File: src/rtl/core/scpc_pkg.sv
// ----------------------------------------------------------------------------
// scpc_pkg
// Constants and types of the segment cull, project and clip block.
// ----------------------------------------------------------------------------
`timescale 1ns / 1ps

package scpc_pkg;

    localparam int PANEL_WIDTH  = 256;
    localparam int PANEL_HEIGHT = 256;
    localparam int RIGHT        = PANEL_WIDTH * 16;
    localparam int BOTTOM       = PANEL_HEIGHT * 16;
    localparam int OUT_MAX      = 8191;
    localparam int LIM_X        = (RIGHT < OUT_MAX) ? RIGHT : OUT_MAX;
    localparam int LIM_Y        = (BOTTOM < OUT_MAX) ? BOTTOM : OUT_MAX;

    localparam int CW = 24;   // coordinate width
    localparam int DW = 25;   // delta and divider operand width
    localparam int OW = 13;   // panel output width
    localparam int QW = 17;   // quotient width, one divider stage per bit

    typedef enum logic [2:0] {
        REG_CENTER_MODE = 3'd0,
        REG_VIEWER_X    = 3'd1,
        REG_VIEWER_Y    = 3'd2,
        REG_CULL_RADIUS = 3'd3,
        REG_SCALE_X     = 3'd4,
        REG_SCALE_Y     = 3'd5,
        REG_ORIGIN_X    = 3'd6,
        REG_ORIGIN_Y    = 3'd7
    } cfg_index_t;

    typedef struct packed {
        logic zero;
        logic qneg;
        logic pneg;
        logic sat;
    } flags_t;

    typedef struct packed {
        logic                 keep;
        logic signed [CW-1:0] x0;
        logic signed [CW-1:0] y0;
        logic signed [DW-1:0] dx;
        logic signed [DW-1:0] dy;
        flags_t [3:0]         ef;
    } side_t;

endpackage

File: src/rtl/core/scpc_div.sv
// ----------------------------------------------------------------------------
// scpc_div
// Pipelined restoring divider: floor(num * 2^(QW-1) / den), one quotient bit
// per stage. The quotient must be known to fit in QW bits.
// ----------------------------------------------------------------------------
`timescale 1ns / 1ps

module scpc_div
(
    input  logic                    clk,
    input  logic                    en,
    input  logic [scpc_pkg::DW-1:0] num,
    input  logic [scpc_pkg::DW-1:0] den,
    output logic [scpc_pkg::QW-1:0] quo
);
    import scpc_pkg::*;

    localparam int RW = DW + QW - 1;

    logic [RW-1:0] rem_in  [QW];
    logic [DW-1:0] den_in  [QW];
    logic [QW-1:0] quo_in  [QW];
    logic [RW-1:0] rem_reg [QW];
    logic [DW-1:0] den_reg [QW];
    logic [QW-1:0] quo_reg [QW];

    genvar k;
    generate
        for (k = 0; k < QW; k++)
        begin : g_stage
            logic [RW-1:0] dsh;
            logic          take;

            if (k == 0)
            begin : g_first
                assign rem_in[k] = {num, {(QW-1){1'b0}}};
                assign den_in[k] = den;
                assign quo_in[k] = '0;
            end
            else
            begin : g_rest
                assign rem_in[k] = rem_reg[k-1];
                assign den_in[k] = den_reg[k-1];
                assign quo_in[k] = quo_reg[k-1];
            end

            assign dsh  = RW'(den_in[k]) << (QW - 1 - k);
            assign take = (rem_in[k] >= dsh);

            always_ff @(posedge clk)
            begin
                if (en)
                begin
                    rem_reg[k] <= take ? (rem_in[k] - dsh) : rem_in[k];
                    den_reg[k] <= den_in[k];
                    quo_reg[k] <= quo_in[k] | (QW'(take) << (QW - 1 - k));
                end
            end
        end
    endgenerate

    assign quo = quo_reg[QW-1];

endmodule

File: config.mk
export PLATFORM = sky130hd
export DESIGN_NAME = scpc_div
export DESIGN_NICKNAME = d
export VERILOG_FILES = /design/src/rtl/core/scpc_pkg.sv /design/src/rtl/core/scpc_div.sv
export SDC_FILE = /design/constraint.sdc
export NUM_CORES = 2
export LEC_CHECK = 0
export BUFFER_PORTS_ARGS = -buffer_cell sky130_fd_sc_hd__buf_2
export CAP_MARGIN = 20
export CORE_MARGIN = 5
export CORE_UTILIZATION = 50
export DETAILED_ROUTE_END_ITERATION = 12
export PLACE_DENSITY = 0.65
export SLEW_MARGIN = 20
export SYNTH_ARGS = -nofsm -noshare
export SYNTH_HDL_FRONTEND = slang
export SYNTH_SLANG_ARGS = --single-unit
File: constraint.sdc
create_clock -name clk -period 8.5 [get_ports clk]
set_input_delay 0.425 -clock clk [delete_from_list [all_inputs] [get_ports clk]]
set_output_delay 0.425 -clock clk [all_outputs]
set_load 0.02 [all_outputs]
==> qor.json <==
{
  "timing": {
    "worst_slew_margin_rel_pct": 28.2,
    "post-route-period-util_pct": 51.6,
    "skew_ps": 62.3,
    "hold_viol_final": 0,
    "grt_setup_unrepaired": "no",
    "final_critical_path_setup_slack_ps": 4110,
    "minimum_period_implied_by_the_final_worst_setup_slack_ps": 4390,
    "transition_time_at_the_pin_with_the_least_slew_margin_ps": 1080,
    "setup_viol": 0,
    "finalSetupTns_ps": 0,
    "clock.fmax_mhz": 228,
    "slew_violations": 0
  },
  "critical_path": {
    "crit_path_top_delay_cell": "a2111oi_0",
    "critPathMaxFanout": 49,
    "cp_class": "flip-flop to flip-flop",
    "critical-path-max-stage-delay_ps": 820,
    "timing.critical_path.buf_inv": 0,
    "crit_path_start_kind": "flip-flop",
    "cp.arrival_ps": 4790,
    "critical_path.endpoint_type": "flip-flop",
    "worst-endpoint-required_ps": 8900,
    "delay_heaviest_family_cp": "compound AO/OA/AOI/OAI gates",
    "r2r_setup_slack_ps": 4110,
    "cp_cell_sequence": "ha_1, a2111oi_0, a211oi_1, a311oi_1, o21ai_0, o21ai_1, nand3_2, nor3b_1, xor2_1"
  },
  "drt": {
    "drc": 0,
    "m1WireLength_microns": 56300,
    "met3_length_microns": 5390,
    "met2_wirelength_microns": 68600,
    "drtIter0Drc": 2804,
    "postRouteAntennaNets": 0,
    "wire_per_inst_microns": 18.4,
    "vias_per_instance": 5.56,
    "routed_wirelength_microns": 136000,
    "highest_metal_layer_with_signal_wires": "met4",
    "via_count": 41162,
    "dr.pass1.iters": 6
  },
  "global_route": {
    "global_route.usage.total_pct": 20.7,
    "maximum_number_of_pins_on_one_net_before_global_route_repair": 209,
    "vias_in_the_first_global_route": 40713,
    "grt_pass1_wl_microns": 217000,
    "grt_overflow_total": 0,
    "antenna_found_initial": 1
  },
  "die": {
    "die_h_microns": 359,
    "start_util_pct": 50.2,
    "die_w_microns": 359,
    "boundaryPins": 69,
    "die-area_sq_um": 129000,
    "placementRows": 128,
    "core_region_area_sq_um": 121000
  },
  "cts": {
    "cts_tree": "built",
    "clock_sink_count": 1073,
    "numCtsBuffers": 117,
    "cts.repair.resized": 0,
    "clock-root-buffer": "clkbuf_16",
    "hold_buffers": 29,
    "cts.repair_timing.setup_buffer_count": 0,
    "clk_transition_reported_paths_ps": 60,
    "ctsLongestPathBuffers": 3,
    "htreeDepth": 3,
    "clock_insertion_delay_worst_skew_ps": 720
  },
  "yosys": {
    "synth_cells": 5567,
    "synth_cell_type_count": 90,
    "synthesis.yosys.warnings": 0,
    "synth_ff_type": "edfxtp_1",
    "ys_async_sr_fraction_pct": 0,
    "syn_area_sq_um": 60900,
    "synth-edff-count": 1073,
    "synth_seq_cells": 1073,
    "synth_sequential_area_ratio_pct": 52.9,
    "syn_area_per_cell_sq_um": 10.9,
    "synth_nets": 6059
  },
  "cells_and_area": {
    "num-nets-final": 6168,
    "largest_register_ff_count": 520,
    "finish.instance_area_sq_um": 67300,
    "layout-drive-gt1-share_pct": 6.87,
    "flow.area_growth_from_synthesis_pct": 10.6,
    "antenna_cells_inserted": 0
  },
  "outcome": {
    "outcome": "complete, no violations"
  },
  "power_and_ir_drop": {
    "leakagePower_nw": 26.9,
    "power_density_nw_per_um2": 335,
    "vdd_drop_max_v": 0.000199
  },
  "placed_design": {
    "placement.cell_area_sq_um": 63100,
    "placement.io_buffers": 68,
    "pre_cts_slack_ps": 4100,
    "gp_congestion": 0.954,
    "detailed_place_hpwl_microns": 103000
  },
  "job": {
    "maxCapViolCount": 0
  },
  "hold_path": {
    "min-delay-path-class": "primary input to flip-flop"
  }
}
[cell families after synthesis]
family | after synthesis | share of synthesized area, %
multiplexers | 59 | 1.09
flip-flops | 1073 | 52.9
XOR/XNOR | 446 | 6.42
AO/OA/AOI/OAI | 1465 | 15.1
buffers and inverters | 688 | 4.28
adder cells (fa/ha/maj) | 440 | 9.24
AND/OR/NAND/NOR | 1396 | 11.0
[metal layers]
metal | up-vias | track usage, %
met4 | 0 | 8.49
met5 | - | 0
met1 | 19531 | 25.2
li1 | 20483 | -
met3 | 283 | 2.66
met2 | 865 | 37.3
[through the flow]
stage                     total power [mW]  instances  hold WS [ps]  util (%)
after floorplan                       15.1       5567           400         -
final                                 22.6       7401          51.7      55.5
after CTS                             22.7       7400          1.58      55.5
after detailed placement              17.5       7152           405      51.9
after global routing                  24.1       7401          14.9      55.5
after global placement                17.3       7152           401      51.9
[final cells by class]
type	instances	area, sq um
fillers	10456	54000
flip-flops and latches	1073	32200
multi-input cells	3806	26100
clock buffers	139	3030
inverters	554	2080
well taps	1625	2030
clock inverters	80	937
repair buffers	124	913
[placed cells by master (no fill, tap or decap), drive strengths merged, types with 22 or more instances in the layout]
cell type	n
edfxtp	1073
inv	556
a21oi	445
nand2	443
ha	424
o21ai	398
nor2	355
xnor2	256
a21o	216
xor2	190
clkbuf	139
nor3	101
buf	95
nand3	83
nand2b	68
nand4	67
o21bai	60
mux2	59
clkinv	57
nor2b	52
o21a	45
a211oi	40
a31oi	40
or3	37
and3	36
nor4	34
o31ai	33
or2	30
dlygate4sd3	29
o211ai	22
[final timing paths]
path,startpoint,end,cells after the start
setup / recovery,rem_reg[0][219],rem_reg[0][285],9
hold / removal,num[12],rem_reg[0][28],2
setup reg to reg,rem_reg[0][219],rem_reg[0][285],9
hold reg to reg,quo_reg[14][3],quo_reg[15][3],0
[synth_stat cells, types with 57 or more instances]
master	n	area share, %
o21bai_1	60	0.74
mux2_2	57	1.1
nand2b_1	68	0.70
a21o_1	216	2.7
edfxtp_1	1073	53
nor3_1	100	0.82
xor2_1	190	2.7
o21ai_0	369	3.0
inv_1	551	3.4
clkbuf_1	108	0.67
nand4_1	67	0.69
nor2_1	355	2.2
xnor2_1	256	3.7
a21oi_1	444	3.6
nand2_1	443	2.7
nand3_1	83	0.68
ha_1	424	8.7
[where the power goes]
part | internal (mW) | switching [mW]
logic | 3.79 | 5.08
clock network | 3.04 | 2.10
registers | 7.67 | 0.903
[worst register-to-register path, stage by stage (launching register included)]
cell and delay, ps:
edfxtp_1 380, ha_1 360, a2111oi_0 820, a211oi_1 240
a311oi_1 420, o21ai_0 220, o21ai_1 280, nand3_2 790
nor3b_1 450, xor2_1 150
No activity file was read; power rests on OpenSTA's default activity.
